**src/rtl/array_deque_engine_assert.svh**
```systemverilog
// assertion macros for the deque engine
`ifndef ARRAY_DEQUE_ENGINE_ASSERT_SVH
`define ARRAY_DEQUE_ENGINE_ASSERT_SVH

// same-cycle implication, checked out of reset
`define ADE_ASSERT_NOW(label, ante, cons) \
  label: assert property (@(posedge clk) disable iff (rst) (ante) |-> (cons)) \
    else $error("deque engine check failed");

// next-cycle implication, checked out of reset
`define ADE_ASSERT_NEXT(label, ante, cons) \
  label: assert property (@(posedge clk) disable iff (rst) (ante) |=> (cons)) \
    else $error("deque engine check failed");

`endif

```
**src/rtl/ade_pkg.sv**
```systemverilog
// shared types and codes for the deque engine
`timescale 1ns / 1ps
package ade_pkg;

  localparam logic [2:0] FN_PUSH_FRONT = 3'd0;
  localparam logic [2:0] FN_PUSH_BACK  = 3'd1;
  localparam logic [2:0] FN_POP_FRONT  = 3'd2;
  localparam logic [2:0] FN_POP_BACK   = 3'd3;
  localparam logic [2:0] FN_LIST      = 3'd4;

  localparam logic [1:0] ST_OK    = 2'd0;
  localparam logic [1:0] ST_EMPTY = 2'd1;
  localparam logic [1:0] ST_FULL  = 2'd2;

  typedef struct packed {
    logic [2:0]         func;
    logic signed [31:0] value;
  } in_t;

  typedef struct packed {
    logic [1:0]         status;
    logic signed [31:0] data;
    logic [4:0]         count;
    logic               last;
  } out_t;

  typedef enum logic [2:0] {
    DP_NOP,
    DP_PUSH_FRONT,
    DP_PUSH_BACK,
    DP_POP_FRONT,
    DP_POP_BACK,
    DP_LIST_FIRST,
    DP_LIST_NEXT
  } dp_op_t;

  typedef enum logic [1:0] {
    SRC_VALUE,
    SRC_MEM,
    SRC_ZERO
  } src_t;

  typedef struct packed {
    dp_op_t     op;
    logic       load;
    logic [1:0] status;
    src_t       src;
    logic       last;
  } cmd_t;

  typedef struct packed {
    logic empty;
    logic full;
    logic list_last;
  } stat_t;

endpackage

```
**src/rtl/ade_ctrl.sv**
```systemverilog
// controller: decodes operations and sequences removals and listing
`timescale 1ns / 1ps
module ade_ctrl import ade_pkg::*; (
  input  logic       clk,
  input  logic       rst,
  input  logic       in_valid,
  output logic       in_stall,
  input  logic [2:0] func,
  output logic       out_valid,
  input  logic       out_stall,
  input  stat_t      stat,
  output cmd_t       cmd
);

  typedef enum logic {
    S_IDLE,
    S_EMIT
  } state_t;

  state_t state;
  state_t state_next;
  logic   pop_mode;
  logic   pop_mode_next;
  logic   out_free;
  logic   accept;

  assign out_free = !out_valid || !out_stall;
  assign accept   = in_valid && (state == S_IDLE) && out_free;
  assign in_stall = !((state == S_IDLE) && out_free);

  always_comb begin
    cmd           = '{op: DP_NOP, load: 1'b0, status: ST_OK, src: SRC_VALUE, last: 1'b0};
    state_next    = state;
    pop_mode_next = pop_mode;
    unique case (state)
      S_IDLE: begin
        if (accept) begin
          unique case (func)
            FN_PUSH_FRONT, FN_PUSH_BACK: begin
              cmd.load = 1'b1;
              cmd.last = 1'b1;
              cmd.src  = SRC_VALUE;
              if (stat.full) begin
                cmd.status = ST_FULL;
              end else begin
                cmd.status = ST_OK;
                cmd.op     = (func == FN_PUSH_FRONT) ? DP_PUSH_FRONT : DP_PUSH_BACK;
              end
            end
            FN_POP_FRONT, FN_POP_BACK: begin
              if (stat.empty) begin
                cmd.load   = 1'b1;
                cmd.last   = 1'b1;
                cmd.status = ST_EMPTY;
                cmd.src    = SRC_ZERO;
              end else begin
                cmd.op        = (func == FN_POP_FRONT) ? DP_POP_FRONT : DP_POP_BACK;
                pop_mode_next = 1'b1;
                state_next    = S_EMIT;
              end
            end
            FN_LIST: begin
              if (stat.empty) begin
                cmd.load   = 1'b1;
                cmd.last   = 1'b1;
                cmd.status = ST_EMPTY;
                cmd.src    = SRC_ZERO;
              end else begin
                cmd.op        = DP_LIST_FIRST;
                pop_mode_next = 1'b0;
                state_next    = S_EMIT;
              end
            end
            default: begin
            end
          endcase
        end
      end
      S_EMIT: begin
        if (out_free) begin
          cmd.load   = 1'b1;
          cmd.status = ST_OK;
          cmd.src    = SRC_MEM;
          cmd.last   = pop_mode || stat.list_last;
          if (cmd.last) begin
            state_next = S_IDLE;
          end else begin
            cmd.op = DP_LIST_NEXT;
          end
        end
      end
    endcase
  end

  always_ff @(posedge clk) begin
    if (rst) begin
      state     <= S_IDLE;
      pop_mode  <= 1'b0;
      out_valid <= 1'b0;
    end else begin
      state    <= state_next;
      pop_mode <= pop_mode_next;
      if (cmd.load) begin
        out_valid <= 1'b1;
      end else if (!out_stall) begin
        out_valid <= 1'b0;
      end
    end
  end

endmodule

```
**src/rtl/ade_dp.sv**
```systemverilog
// datapath: ring buffer store, pointers, count and result register
`timescale 1ns / 1ps
module ade_dp import ade_pkg::*; #(
  parameter int DEPTH = 16
) (
  input  logic               clk,
  input  logic               rst,
  input  logic signed [31:0] value,
  input  cmd_t               cmd,
  output stat_t              stat,
  output out_t               out_beat
);

  localparam int PW = $clog2(DEPTH);
  localparam int CW = $clog2(DEPTH + 1);

  logic signed [31:0] mem [DEPTH];
  logic signed [31:0] rdata;

  logic [PW-1:0] front;
  logic [PW-1:0] front_next;
  logic [CW-1:0] count;
  logic [CW-1:0] count_next;
  logic [PW-1:0] idx;
  logic [PW-1:0] idx_next;

  logic [CW-1:0] off;
  logic [CW:0]   sum;
  logic [PW-1:0] ring;
  logic          wr_en;
  logic [PW-1:0] waddr;
  logic          rd_en;
  logic [PW-1:0] raddr;
  logic [CW+4:0] count_ext;

  always_comb begin
    unique case (cmd.op)
      DP_PUSH_BACK: off = count;
      DP_POP_FRONT: off = CW'(1);
      DP_POP_BACK:  off = count - CW'(1);
      DP_LIST_NEXT: off = CW'(idx) + CW'(1);
      default:      off = '0;
    endcase
    sum = (CW+1)'(front) + (CW+1)'(off);
    if (sum >= (CW+1)'(DEPTH)) begin
      sum = sum - (CW+1)'(DEPTH);
    end
    ring = sum[PW-1:0];
  end

  always_comb begin
    front_next = front;
    count_next = count;
    idx_next   = idx;
    wr_en      = 1'b0;
    waddr      = ring;
    rd_en      = 1'b0;
    raddr      = ring;
    unique case (cmd.op)
      DP_PUSH_FRONT: begin
        front_next = (front == '0) ? PW'(DEPTH - 1) : front - PW'(1);
        wr_en      = 1'b1;
        waddr      = front_next;
        count_next = count + CW'(1);
      end
      DP_PUSH_BACK: begin
        wr_en      = 1'b1;
        count_next = count + CW'(1);
      end
      DP_POP_FRONT: begin
        rd_en      = 1'b1;
        raddr      = front;
        front_next = ring;
        count_next = count - CW'(1);
      end
      DP_POP_BACK: begin
        rd_en      = 1'b1;
        count_next = count - CW'(1);
      end
      DP_LIST_FIRST: begin
        rd_en    = 1'b1;
        raddr    = front;
        idx_next = '0;
      end
      DP_LIST_NEXT: begin
        rd_en    = 1'b1;
        idx_next = idx + PW'(1);
      end
      default: begin
      end
    endcase
  end

  assign stat.empty     = (count == '0);
  assign stat.full      = (count == CW'(DEPTH));
  assign stat.list_last = (CW'(idx) == count - CW'(1));
  assign count_ext      = (CW+5)'(count_next);

  always_ff @(posedge clk) begin
    if (wr_en) begin
      mem[waddr] <= value;
    end
  end

  always_ff @(posedge clk) begin
    if (rd_en) begin
      rdata <= mem[raddr];
    end
  end

  always_ff @(posedge clk) begin
    if (rst) begin
      front <= '0;
      count <= '0;
      idx   <= '0;
    end else begin
      front <= front_next;
      count <= count_next;
      idx   <= idx_next;
    end
  end

  always_ff @(posedge clk) begin
    if (cmd.load) begin
      out_beat.status <= cmd.status;
      out_beat.count  <= count_ext[4:0];
      out_beat.last   <= cmd.last;
      unique case (cmd.src)
        SRC_VALUE: out_beat.data <= value;
        SRC_MEM:   out_beat.data <= rdata;
        default:   out_beat.data <= '0;
      endcase
    end
  end

endmodule

```
**src/rtl/array_deque_engine.sv**
```systemverilog
// top level of the bounded double-ended queue engine
//
//   channel | direction | payload | handshake
//   in      | input     | in_t    | in_valid / in_stall
//   out     | output    | out_t   | out_valid / out_stall
//
// inserts and refused operations load the result register directly; removals go through
// the registered read of the single store read port before their result is loaded
// listing makes one store read per element
// a new beat is taken only once the previous operation has issued its last result
// out_stall holds the result register and the sequencer; no clearing pass after rst
`timescale 1ns / 1ps
`include "array_deque_engine_assert.svh"
module array_deque_engine import ade_pkg::*; #(
  parameter int DEPTH = 16
) (
  input  logic clk,
  input  logic rst,
  input  logic in_valid,
  output logic in_stall,
  input  in_t  in_beat,
  output logic out_valid,
  input  logic out_stall,
  output out_t out_beat
);

  cmd_t  cmd;
  stat_t stat;

  ade_ctrl u_ctrl (
    .clk       (clk),
    .rst       (rst),
    .in_valid  (in_valid),
    .in_stall  (in_stall),
    .func      (in_beat.func),
    .out_valid (out_valid),
    .out_stall (out_stall),
    .stat      (stat),
    .cmd       (cmd)
  );

  ade_dp #(
    .DEPTH (DEPTH)
  ) u_dp (
    .clk      (clk),
    .rst      (rst),
    .value    (in_beat.value),
    .cmd      (cmd),
    .stat     (stat),
    .out_beat (out_beat)
  );

  `ADE_ASSERT_NOW(a_accept_out_free, in_valid && !in_stall, !(out_valid && out_stall))
  `ADE_ASSERT_NOW(a_error_single, out_valid && (out_beat.status != ST_OK), out_beat.last)
  `ADE_ASSERT_NOW(a_empty_count, out_valid && (out_beat.status == ST_EMPTY), out_beat.count == 5'd0)
  `ADE_ASSERT_NEXT(a_load_valid, cmd.load, out_valid)

endmodule
```
**config.mk**
```make
export PLATFORM = sky130hd
export DESIGN_NAME = array_deque_engine
export DESIGN_NICKNAME = d
export VERILOG_FILES = /design/src/rtl/ade_pkg.sv /design/src/rtl/ade_ctrl.sv /design/src/rtl/ade_dp.sv /design/src/rtl/array_deque_engine.sv
export VERILOG_INCLUDE_DIRS = /design/src /design/src/rtl
export SDC_FILE = /design/constraint.sdc
export NUM_CORES = 1
export LEC_CHECK = 0
export ABC_AREA = 0
export BUFFER_PORTS_ARGS = -buffer_cell sky130_fd_sc_hd__buf_4
export CAP_MARGIN = 25
export CORE_MARGIN = 1.5
export CORE_UTILIZATION = 55
export DETAILED_ROUTE_END_ITERATION = 10
export PLACE_DENSITY = 0.8
export SLEW_MARGIN = 40
export SYNTH_ARGS = -nofsm -noshare
export SYNTH_HDL_FRONTEND = slang
export SYNTH_SLANG_ARGS = --single-unit
```
**constraint.sdc**
```tcl
create_clock -name clk -period 7.2 [get_ports clk]
set_clock_uncertainty 0.2 [all_clocks]
set_input_delay 0 -clock clk [delete_from_list [all_inputs] [get_ports clk]]
set_output_delay 0 -clock clk [all_outputs]
set_load 0.02 [all_outputs]
```
# Word level (Yosys, flattened, before mapping)
# Memory sizes are Yosys's and may differ from the RTL's. A register that Yosys moved wholly into a read port is not among the register bits.
# Cells that the tools add are included.
# totals
regBits	56
mem_bits_rw	512
output_inout_bits	42
n_memories	1
# mem_list
memory	words	word_bits	read_ports	rd_clocked_by_memory_dff	write_ports	line_no	rtl
u_dp.mem	16	32	1	1	1	ade_dp.sv:17	logic signed [31:0] mem [DEPTH];
# classes
addsub	7
magnitude_cmp	1
n_eq_ne	16
n_mux	36
bitwise	1
reduce_logical	23
# op_table
op	count
$pmux 32 s2	1
$pmux 9 s3	1
$pmux 5 s4	1
$mux 9	2
$pmux 9 s2	1
$mux 4	4
$pmux 4 s2	2
$mux 3	5
$mux 1	13
$eq 3x2->1 const B	4
$eq 3x3->1 const B	4
$pmux 5 s2	1
$reduce_or 2->1	5
$sub 4x1->4 const B	2
$add 4x5->6	1
$eq 3x1->1 const B	2
$ge 6x5->1 const B	1
$mux 6	1
$reduce_bool 2->1	3
$add 4x1->5 const B	1
$add 5x1->5 const B	1
$eq 4x5->1	1
$eq 5x5->1 const B	1
$logic_not 5->1	1
other kinds (17)	25

# Logic depth before layout (Yosys ltp)
# Gate-level depths: netlist of run 1.
# depth
depth_word	12
depth_mapped	20
ltp_nobuf	17

# Modules after synthesis
# Synthesis of run 1 repeated with hierarchy kept, for this count alone.
# hier_totals
hier_cells	1663
area_unflattened_um2	24308.3
# by_module_without_submodules
mod	instances	cells_each	area_each_um2	seq_area_each_um2
ade_dp	1	1623	24025.5	17797.1
ade_ctrl	1	40	282.8	60.1

# Worst setup path after synthesis of run 1
# Ideal clock, no wire load.
# synth_timing
path_type	register to register
startpoint	register u_dp.count[0]
endpoint	memory u_dp.mem[4][0] (enable)
setup_time_ns	0.513
arrival_time_ns	6.764
path_slack_ns	-0.277
path_stages_with_launch	15
path_buffers	0
cell_sequence	dfxtp_1 inv_1 ha_1 nor4bb_2 a22oi_1 o21ai_1 a211oi_1 a22o_1 ha_1 a21o_1 a21oi_1 xnor2_1 or3_4 a31oi_2 nor4b_1
# synth_between
elab_chain_cells	12
elab_cells_between_ends	28
# synth_rtl
item	line_no	rtl
start, declared	ade_dp.sv:22	logic [CW-1:0] count;
start signal, assigned	ade_dp.sv:118	count <= count_next;
$sub 5x1->5	ade_dp.sv:40, ade_dp.sv:96	
$eq 4x5->1	ade_dp.sv:96	assign stat.list_last = (CW'(idx) == count - CW'(1));
$logic_or 1x1->1	ade_ctrl.sv:84	cmd.last = pop_mode || stat.list_last;
$mux 3	ade_ctrl.sv:85	if (cmd.last) begin
$mux 9	ade_ctrl.sv:80	if (out_free) begin
$pmux 9 s2	ade_ctrl.sv:35	unique case (state)
$eq 3x3->1, or another cell as far along	ade_dp.sv:37	unique case (cmd.op)
$pmux 5 s4	ade_dp.sv:37	
$add 4x5->6	ade_dp.sv:44	sum = (CW+1)'(front) + (CW+1)'(off);
$ge 6x5->1 or $sub 4x1->4 (tied branches)	ade_dp.sv:45, ade_dp.sv:46	
$mux 4	ade_dp.sv:45	if (sum >= (CW+1)'(DEPTH)) begin
$mux 4	ade_dp.sv:59	unique case (cmd.op)
end, declared	ade_dp.sv:17	
# Parallel ways exist; a longest one is shown, timed or not.

# Worst setup path after layout of run 1
# layout_timing
startpoint	register u_dp.count[0]
endpoint	register u_dp.rdata[18] (read register of u_dp.mem) (data pin)
# layout_between
elab_chain_cells	12
elab_cells_between_ends	27
# layout_rtl
item	line_no	rtl
$sub 5x1->5	ade_dp.sv:40, ade_dp.sv:96	
$eq 4x5->1	ade_dp.sv:96	
$logic_or 1x1->1	ade_ctrl.sv:84	
$mux 3	ade_ctrl.sv:85	
$mux 9	ade_ctrl.sv:80	
$pmux 9 s2	ade_ctrl.sv:35	
$eq 3x3->1, or another cell as far along	ade_dp.sv:37, ade_dp.sv:59	
$pmux 5 s4	ade_dp.sv:37	
$add 4x5->6	ade_dp.sv:44	
$ge 6x5->1 or $sub 4x1->4 (tied branches)	ade_dp.sv:45, ade_dp.sv:46	
$mux 4	ade_dp.sv:45	
$mux 4	ade_dp.sv:59	
end, declared	ade_dp.sv:18	logic signed [31:0] rdata;
# Parallel ways exist; a longest one is shown, timed or not.
# A chain may end at the register's enable or synchronous reset.

==> flow_summary.yaml, run 1 <==
run_status:
  status: "complete, no violations"
global_route:
  grt_pass1_wl_um: 91700
  antenna_found_initial: 0
  overflow: 0
  grt_use_total_pct: 27.6
  grt_pass1_vias: 15100
  grt_max_degree: 41
sta:
  finalHoldViolations: 0
  period_needed_ns: 5.97
  fin_crit_sh_pct: 82.9
  slew_headroom_pct: 43.8
  final.setup.tns_ns: 0
  tightest_slew_ns: 0.838
  drv_slew: 0
  fmax_ghz: 0.168
  setup_viol: 0
  rsz0062_at_grt: "false"
final_layout:
  synthToLayoutAreaGrowth_pct: 15.1
  fin_cells: 2342
  drive_gt1_share_pct: 17.7
  fin_util_pct: 64.3
  fin_nets: 1762
  antenna_cells: 0
die:
  pin_count: 81
  core_area_um2: 43200
  rows: 76
  dieArea_um2: 45100
  start_util_pct: 55.8
  die_h_um: 212
  die_width_um: 212
power:
  p_clk_share_pct: 35.0
  sequentialPowerShare_pct: 49.2
  internal_power_mw: 6.10
  ir_drop_v: 0.000219
  p_comb_share_pct: 15.8
  switching_share_pct: 25.7
  p_leak_nw: 9.33
  power-per-cell-area_nw_per_um2: 296
  p_sw_mw: 2.11
synthesis:
  synth-edff-count: 584
  syn_area_um2: 24100
  yosysSeqAreaShare_pct: 74.1
  synth-async-reset-ratio_pct: 0
  synth_cell_types: 70
  ys_ff_latch: 600
  ys.flop_type: "edfxtp_1"
  postSynthCellCount: 1591
  avgSynthCellArea_um2: 15.1
  ys_warn_count: 0
  syn_nets: 1638
clocking:
  ctsResizeCount: 0
  htreeDepth: 2
  cts_tree: "yes"
  clk_latency_ns: 0.61
  numCtsBuffers: 57
  cts_root_buf: "clkbuf_16"
  clock-sinks: 600
  clock_path_buffers: 3
  clk_pin_slew_worst_paths_ns: 0.06
hold_path:
  holdCritStartpoint: "in_beat[15]"
  min_to: "u_dp.mem[6][15]$_DFFE_PP_"
  hold_depth: 2
  holdCritPathClass: "primary input to register"
drt:
  drc: 0
  postRouteAntennaNets: 0
  drt_iter0_markers: 1995
  wl_per_cell_um: 26.5
  finalWirelength_um: 62000
  via_per_inst: 6.54
  vias: 15300
  drtPass1Iterations: 6
place:
  dp.cells: 2196
  gp_congestion: 0.926
  hpwl_um: 35100
  io_buffers: 80
setup_path:
  crit_type: "register to register"
  arrival_ns: 6.22
  startpoint_type: "register"
  worst_setup_path_end_kind: "register"
  crit_fanout: 20
  cp_data_required_time_ns: 7.46
  rr_worst_depth: 18
  r2r_setup_slack_ns: 1.23
  r2r-end: "u_dp.rdata[18]$_DFFE_PP_"
  rr_startpoint: "u_dp.count[0]$_SDFF_PP0_"
job:
  max-cap-violations: 0
synthesized netlist by cell type, drive strengths merged (2+ instances only):
library cell	number	area, um2
clkbuf	72	270
a22oi	4	30.0
or3	35	224
or4	37	278
nor3b	8	70.1
o21a	2	15.0
o22ai	68	425
nand2	85	319
nand4	5	31.3
a21o	2	16.3
nor3	16	91.3
nor4	30	188
nand3	7	35.0
and2	7	43.8
nor2b	8	50.1
xnor2	14	123
o2111ai	2	41.3
a211oi	3	22.5
o221ai	30	263
edfxtp	584	17500
and3	2	12.5
nor2	27	101
buf	38	251
nor4b	3	41.3
dfxtp	16	320
xor2	4	35.0
and3b	4	35.0
or2	2	12.5
ha	7	87.6
o21ai	47	243
nand3b	3	22.5
a21oi	274	1380
mux2	66	743
inv	10	37.5
mux2i	36	373
a32o	2	20.0
nand2b	9	71.3
o31ai	2	15.0
a31oi	6	58.8
o211ai	4	40.0
how the worst max path moves through the flow:
stage / end / start / slack, ns / cells past startpoint
6_report: u_dp.rdata[18]$_DFFE_PP_ / u_dp.count[0]$_SDFF_PP0_ / 1.23 / 18
5_1_grt: u_dp.rdata[18]$_DFFE_PP_ / u_dp.count[0]$_SDFF_PP0_ / 0.94 / 18
4_1_cts: u_dp.rdata[6]$_DFFE_PP_ / u_dp.count[0]$_SDFF_PP0_ / 1.33 / 18
3_5_place_dp: u_dp.rdata[6]$_DFFE_PP_ / u_dp.count[0]$_SDFF_PP0_ / 1.34 / 18
3_3_place_gp: u_dp.mem[5][12]$_DFFE_PP_ / u_dp.count[0]$_SDFF_PP0_ / 1.37 / 14
2_1_floorplan: u_dp.mem[14][0]$_DFFE_PP_ / u_dp.count[0]$_SDFF_PP0_ / 0.67 / 14
cell usage in the layout, fill, tap and decap left out, types with 7 or more instances in the layout:
cell           instances
buf_4                127
nor4_1                30
dlygate4sd3_1         44
edfxtp_1             584
ha_1                   7
nand2b_1               7
nor2b_1                8
mux2_1                 9
or4_1                 37
o22ai_1               68
mux2i_1               35
clkbuf_1              13
mux2_2                57
or3_1                 34
o21ai_0               40
o221ai_1              30
inv_1                  9
xnor2_1               13
dfxtp_1               16
nor2_1                26
clkbuf_16             58
a21oi_1              273
clkinv_1              14
nor3_1                12
nand2_1               84
registers in the layout, indices dropped and copies added (netlist names):
| name | count |
|---|---|
| u_dp.out_beat | 40 |
| u_ctrl.state | 1 |
| u_dp.front | 4 |
| u_dp.mem | 512 |
| u_ctrl.pop_mode | 1 |
| u_ctrl.out_valid | 1 |
| u_dp.idx | 4 |
| u_dp.count | 5 |
| u_dp.rdata | 32 |
per-stage QoR:
stage	hold WS (ns)	total power, mW	cell area, um2	setup WS (ns)
finish	0.0587	8.21	27700	1.23
global route	0.0695	8.45	27700	0.942
CTS	0.0402	8.21	27700	1.33
detailed placement	0.120	5.36	25500	1.34
global placement	0.101	5.31	25400	1.37
floorplan	-0.128	4.90	24100	0.667
area by class of cell:
type	count	area, um2
tap	585	732
multi-input combinational	871	5880
fill	2958	15400
clock buffer	71	1500
sequential	600	17900
inverter	10	37.5
timing repair buffer	175	1460
clock inverter	30	278
critical path, cell delays in order (launching register included):
cell,delay [ns]
dfxtp_1,0.37
inv_1,0.15
ha_1,0.34
nor4bb_2,0.49
a22oi_1,0.15
o21ai_1,0.20
a21oi_1,0.18
nand2_1,0.19
o211ai_1,0.12
ha_1,0.23
fa_1,0.49
xnor2_2,0.54
nor2_1,0.12
o21ai_2,0.34
buf_4,0.40
a21oi_1,0.12
nor4_1,0.50
o221ai_1,0.43
mux2i_1,0.23
what timing repair did:
item                                   in CTS  in global routing
hold buffers                               44                  0
buffers inserted                            0                  0
endpoints found under the hold margin     568                  0
power groups by stage:
stage,Clock [mW],Sequential [mW],Combinational [mW]
finish,2.88,4.04,1.30
global route,3.03,4.05,1.38
CTS,2.90,4.04,1.28
detailed placement,0,4.11,1.25
global placement,0,4.11,1.20
floorplan,0,4.16,0.738
layer usage:
metal	wire length [um]	global-route usage, %	up-vias
met1	23400	36.9	7516
met3	6790	6.03	179
met4	2820	13.6	0
met2	29000	43.3	1087
li1	-	-	6535
met5	0	0	-
logic make-up (layout without fill, tap and decap cells):
| kind of cell | after synthesis | in the layout | synth area share [%] |
|---|---|---|---|
| mux | 102 | 102 | 4.63 |
| buf+inv | 120 | 286 | 2.32 |
| xor+xnor | 18 | 18 | 0.654 |
| simple gates | 292 | 292 | 6.94 |
| flops | 600 | 600 | 74.1 |
| fa+ha+maj | 8 | 8 | 0.447 |
| compound gates | 451 | 451 | 10.9 |
No activity file was read; power rests on OpenSTA's default activity.
==> run 2, diff against run 1 <==
clock period = 4.8 ns   (was 7.2 ns; I/O delays follow)
==> run 2 against run 1 <==
Register-to-register slack got worse by 1.1 ns; count of clock-buffer cells in the layout fell by 2; sequential power rose by 50%; wire length rose by 3.8%; combinational power rose by 64%; setup slack got worse by 1.1 ns; global-route usage rose by 0.84 points; clock power rose by 51%; design area rose by 3.9%; critical endpoint is now u_dp.rdata[31]$_DFFE_PP_; largest power group unchanged; highest routed layer unchanged.
==> flow_summary.yaml, run 2 (same netlist as run 1, synthesis figures left out) <==
run_status:
  status: "complete, no violations"
drt:
  drc: 0
  wl_per_cell_um: 26.6
  drt_iter0_markers: 1957
  finalWirelength_um: 64300
  vias: 15800
  postRouteAntennaNets: 0
  via_per_inst: 6.51
  drtPass1Iterations: 5
final_layout:
  fin_util_pct: 66.8
  final_cell_mix: "edfxtp_1 (584), a21oi_1 (273), buf_4 (172), nand2_1 (84), o22ai_1 (68)"
  layout_commonest_cell: "edfxtp_1"
  largest-register: "u_dp.mem"
  fin_cells: 2421
  largest_reg_flops: 512
  drive_gt1_share_pct: 22.2
  antenna_cells: 0
  fin_nets: 1842
  synthToLayoutAreaGrowth_pct: 19.7
  fillers: 2857
  top_regs: "u_dp.mem: 512 flops, u_dp.out_beat: 40 flops, u_dp.rdata: 32 flops"
die:
  pin_count: 81
  core_area_um2: 43200
  start_util_pct: 55.8
  dieArea_um2: 45100
  rows: 76
  die_h_um: 212
  die_width_um: 212
setup_path:
  path_cells: "inv_1 -> ha_4 -> nor4bb_4 -> a22oi_1 -> o21ai_1 -> a21oi_1 -> nand2_1 -> o211ai_1 -> ha_1 -> fa_2 -> nand2b_1 -> nor2_1 -> o21ai_4 -> buf_6 -> a21oi_1 -> or4_1 -> a221oi_1 -> mux2_2"
  worst_setup_path_end_kind: "register"
  slowest_stage: "fa_2"
  startpoint_type: "register"
  critPathBufInv: 2
  r2r_setup_slack_ns: 0.17
  rr_worst_depth: 18
  r2r-end: "u_dp.rdata[31]$_DFFE_PP_"
  arrival_ns: 4.90
  cpLargestDelayFamily: "simple AND/OR/NAND/NOR gates"
  critPathMaxStageDelay_ns: 0.66
  rr_startpoint: "u_dp.count[1]$_SDFF_PP0_"
  crit_type: "register to register"
  cp_data_required_time_ns: 5.07
  crit_fanout: 10
  cp_common_cell: "a21oi_1"
sta:
  drv_slew: 0
  tightest_slew_ns: 0.907
  setup_viol: 0
  timing.hold.ws_ns: 0.0436
  period_needed_ns: 4.63
  finalHoldViolations: 0
  fmax_ghz: 0.216
  fin_crit_sh_pct: 96.4
  slew_headroom_pct: 39.6
global_route:
  antenna_found_initial: 1
  grt_pass1_vias: 15400
  grt_pass1_wl_um: 94000
  overflow: 0
  grt_use_total_pct: 28.5
  grt_max_degree: 39
power:
  ir_drop_v: 0.000372
  power-per-cell-area_nw_per_um2: 435
  power_mw: 12.5
  p_leak_nw: 9.94
clocking:
  clk_pin_slew_worst_paths_ns: 0.06
  htreeDepth: 2
  clk_latency_ns: 0.60
  numCtsBuffers: 56
  cts_tree: "yes"
  clock-sinks: 600
  clock_path_buffers: 3
  cts_root_buf: "clkbuf_16"
place:
  hpwl_um: 37900
  io_buffers: 80
  gp_congestion: 0.863
  dp.cells: 2274
hold_path:
  hold_depth: 2
  holdCritPathClass: "primary input to register"
  min_to: "u_dp.mem[2][22]$_DFFE_PP_"
  holdCritStartpoint: "in_beat[22]"
job:
  max-cap-violations: 0
## run 2: through the flow
step / TNS (ns) / setup WS, ns / area, um2
6_report: 0 / 0.174 / 28800
2_1_floorplan: 0 / 0.0118 / 24200
3_3_place_gp: 0 / 0.0570 / 26400
3_5_place_dp: 0 / 0.0136 / 26500
4_1_cts: 0 / 0.0268 / 28700
5_1_grt: -0.221 / -0.0482 / 28800
## run 2: timing repair
| item | CTS | global route |
|---|---|---|
| hold buffers | 43 | 0 |
| endpoints found under the setup margin | 4 | 79 |
| hold endpoints to repair | 563 | 0 |
| buffers inserted | 0 | 4 |
| gates cloned | 0 | 1 |
| resized for setup | 2 | 18 |
| pin swaps | 0 | 1 |
## run 2: report_power, final
| part | switching, mW | internal [mW] |
|---|---|---|
| logic | 1.26 | 0.877 |
| clock network | 1.85 | 2.49 |
| registers | 0.0682 | 5.99 |
## run 2: per-layer routing
layer,wire (um),global-route usage (%),vias to the layer above
li1,-,-,6714
met1,23900,38.8,7710
met2,30000,44.9,1138
met3,7800,6.16,188
met4,2520,11.8,0
met5,0,0,-
## run 2: how the worst max path moves through the flow
stage          slack, ns  cells past startpoint                      from                        end
2_1_floorplan       0.01                     14  u_dp.count[0]$_SDFF_PP0_   u_dp.mem[4][0]$_DFFE_PP_
3_3_place_gp        0.06                     16  u_dp.count[1]$_SDFF_PP0_  u_dp.mem[13][6]$_DFFE_PP_
3_5_place_dp        0.01                     16  u_dp.count[2]$_SDFF_PP0_   u_dp.rdata[31]$_DFFE_PP_
4_1_cts             0.03                     18  u_dp.count[1]$_SDFF_PP0_   u_dp.rdata[27]$_DFFE_PP_
5_1_grt            -0.05                     20  u_dp.count[1]$_SDFF_PP0_   u_dp.rdata[28]$_DFFE_PP_
6_report            0.17                     18  u_dp.count[1]$_SDFF_PP0_   u_dp.rdata[31]$_DFFE_PP_
## run 2: layout make-up
| cell class | count | area [um2] | share of cell area (%) |
|---|---|---|---|
| multi-input combinational | 871 | 5970 | 20.7 |
| timing repair buffer | 256 | 2450 | 8.52 |
| sequential | 600 | 17900 | 62.0 |
| clock inverter | 30 | 303 | 1.05 |
| clock buffer | 69 | 1470 | 5.10 |
| tap | 585 | 732 | 2.54 |
| inverter | 10 | 38.8 | 0.135 |
==> run 3, diff against run 2 <==
CORE_UTILIZATION = 56   (was 55)
CTS_BUF_LIST = sky130_fd_sc_hd__clkbuf_16   (was default)
PLACE_DENSITY = 0.81   (was 0.8)
==> run 3 against run 2 <==
Utilization grew 1.0 points; cell count is 2.9% lower; fmax fell by 0.98%; sequential share of layout area up 0.43 points; wire length is 3.6% higher; first-iteration DRC count increased by 22%; die area fell by 1.8%; via count is 1.5% higher; non-clock buffer count down 29; global-route usage increased by 1.5 points; critical path depth stayed put; register-to-register slack got worse by 0.05 ns; critical path type unchanged.
==> flow_summary.yaml, run 3 (same netlist as run 1, synthesis figures left out) <==
sta:
  drv_slew: 0
  period_needed_ns: 4.67
  fmax_ghz: 0.214
  finalHoldViolations: 0
  setup_viol: 0
  slew_headroom_pct: 37.3
  final.setup.tns_ns: 0
  timing.hold.ws_ns: 0.0433
  rsz0062_at_grt: "true"
  tightest_slew_ns: 0.938
  fin_crit_sh_pct: 97.3
final_layout:
  top_regs: "u_dp.mem: 512 flops, u_dp.out_beat: 40 flops, u_dp.rdata: 32 flops"
  final_cell_mix: "edfxtp_1 (584), a21oi_1 (272), buf_4 (148), nand2_1 (83), o22ai_1 (68)"
  layout_commonest_cell: "edfxtp_1"
  finalInstanceArea_um2: 28600
  multi_input_area_um2: 6020
  fillers: 2634
  fin_nets: 1815
  largest_reg_flops: 512
  regArea_um2: 17900
  drive_gt1_share_pct: 21.1
  fin_cells: 2351
  largest-register: "u_dp.mem"
  synthToLayoutAreaGrowth_pct: 18.8
global_route:
  grt_pass1_wl_um: 97400
  grt_max_degree: 39
  grt_use_total_pct: 29.9
  overflow: 0
  antenna_found_initial: 1
  grt_pass1_vias: 16000
clocking:
  clock_path_buffers: 3
  htreeDepth: 2
  cts_tree: "yes"
  numCtsBuffers: 57
  cts_root_buf: "clkbuf_16"
  clk_pin_slew_worst_paths_ns: 0.06
  clock-sinks: 600
  clk_latency_ns: 0.62
setup_path:
  cp_data_required_time_ns: 5.04
  crit_type: "register to register"
  r2r_setup_slack_ns: 0.13
  worst_setup_path_end_kind: "register"
  rr_startpoint: "u_dp.count[0]$_SDFF_PP0_"
  r2r-end: "u_dp.rdata[3]$_DFFE_PP_"
  rr_worst_depth: 18
  startpoint_type: "register"
  arrival_ns: 4.91
  crit_fanout: 8
drt:
  dr.max_layer_used: "met4"
  via_per_inst: 6.80
  drtPass1Iterations: 6
  drt_iter0_markers: 2389
  wl_per_cell_um: 28.3
  met2_length_um: 31800
  postRouteAntennaNets: 0
  vias: 16000
  drc: 0
  dr_wl_met3_um: 8650
  finalWirelength_um: 66600
  met1_length_um: 23200
die:
  die_width_um: 210
  pin_count: 81
  rows: 75
  die_h_um: 210
  core_area_um2: 42200
  dieArea_um2: 44300
  start_util_pct: 57.1
hold_path:
  min_to: "u_dp.mem[8][28]$_DFFE_PP_"
  hold_depth: 2
  holdCritStartpoint: "in_beat[28]"
  holdCritPathClass: "primary input to register"
job:
  max-cap-violations: 0
power:
  power-per-cell-area_nw_per_um2: 442
  p_leak_nw: 9.85
  power_mw: 12.7
  ir_drop_v: 0.000325
place:
  hpwl_um: 36100
  io_buffers: 80
  dp.cells: 2189
  gp_congestion: 0.909
  placed_area_um2: 26000
run_status:
  status: "complete, no violations"
-- run 3: cell types whose count changed in the layout (fill, tap and decap cells not counted), moves of 2 or more --
cell / previous run / this run
ha_1: 6 / 4
buf_4: 172 / 148
nor4_1: 25 / 28
clkinv_2: 10 / 7
clkbuf_1: 12 / 0
o21ai_2: 2 / 4
clkinv_1: 10 / 14
inv_1: 9 / 21
ha_2: 0 / 2
nor4_2: 5 / 2
buf_6: 10 / 4
-- run 3: metrics by stage --
stage | worst slack, ns | utilization (%)
finish | 0.129 | 67.8
global route | 0.0000853 | 67.8
CTS | 0.0115 | 67.2
detailed placement | -0.116 | 61.6
global placement | 0.171 | 61.6
floorplan | 0.0118 | -
-- run 3: where the power goes --
part,total (mW),switching [mW],internal (mW)
clock network,4.38,1.91,2.47
registers,6.07,0.0772,5.99
logic,2.22,1.32,0.896
total,12.7,3.30,9.36
-- run 3: how the worst max path moves through the flow --
stage / start / endpoint / slack (ns) / cells past startpoint
final: u_dp.count[0]$_SDFF_PP0_ / u_dp.rdata[3]$_DFFE_PP_ / 0.13 / 18
after global routing: u_dp.count[0]$_SDFF_PP0_ / u_dp.rdata[19]$_DFFE_PP_ / 0.00009 / 18
after detailed placement: u_dp.count[1]$_SDFF_PP0_ / u_dp.rdata[19]$_DFFE_PP_ / -0.12 / 18
after floorplan: u_dp.count[0]$_SDFF_PP0_ / u_dp.mem[4][0]$_DFFE_PP_ / 0.01 / 14
after global placement: u_dp.count[1]$_SDFF_PP0_ / u_dp.rdata[15]$_DFFE_PP_ / 0.17 / 18
after CTS: u_dp.count[1]$_SDFF_PP0_ / u_dp.mem[4][10]$_DFFE_PP_ / 0.01 / 16
-- run 3: metal layers --
metal	vias up	global-route usage [%]
met2	1236	48.4
met3	234	7.36
met5	-	0
li1	6648	-
met1	7874	38.2
met4	0	14.8
-- run 3: what timing repair did --
item	4_1_cts	5_1_grt
gates resized for setup	7	28
setup buffers	4	8
setup endpoints to repair	28	294
hold buffers	44	0
endpoints found under the hold margin	564	0
cloned	2	1
pin swaps	1	2
-- run 3: cell type report --
cell class / count / share of cell area [%]
well taps: 539 / 2.36
clock buffers: 57 / 4.98
inverters: 10 / 0.131
flip-flops and latches: 600 / 62.4
multi-input cells: 872 / 21.0
diodes: 1 / 0.00874
clock inverters: 45 / 1.31
repair buffers: 227 / 7.79
-- run 3: worst max-delay path, cell delays in order (launching register included) --
cell,delay (ns)
dfxtp_2,0.36
inv_1,0.12
ha_4,0.19
or4b_1,0.47
nand3_2,0.13
nor2_1,0.11
nand3_1,0.10
o211ai_1,0.10
ha_2,0.21
fa_2,0.68
nand2b_1,0.19
nor2_1,0.08
o21ai_4,0.14
buf_12,0.18
buf_12,0.13
a21oi_1,0.08
or4_1,0.49
or3_1,0.34
mux2i_1,0.17
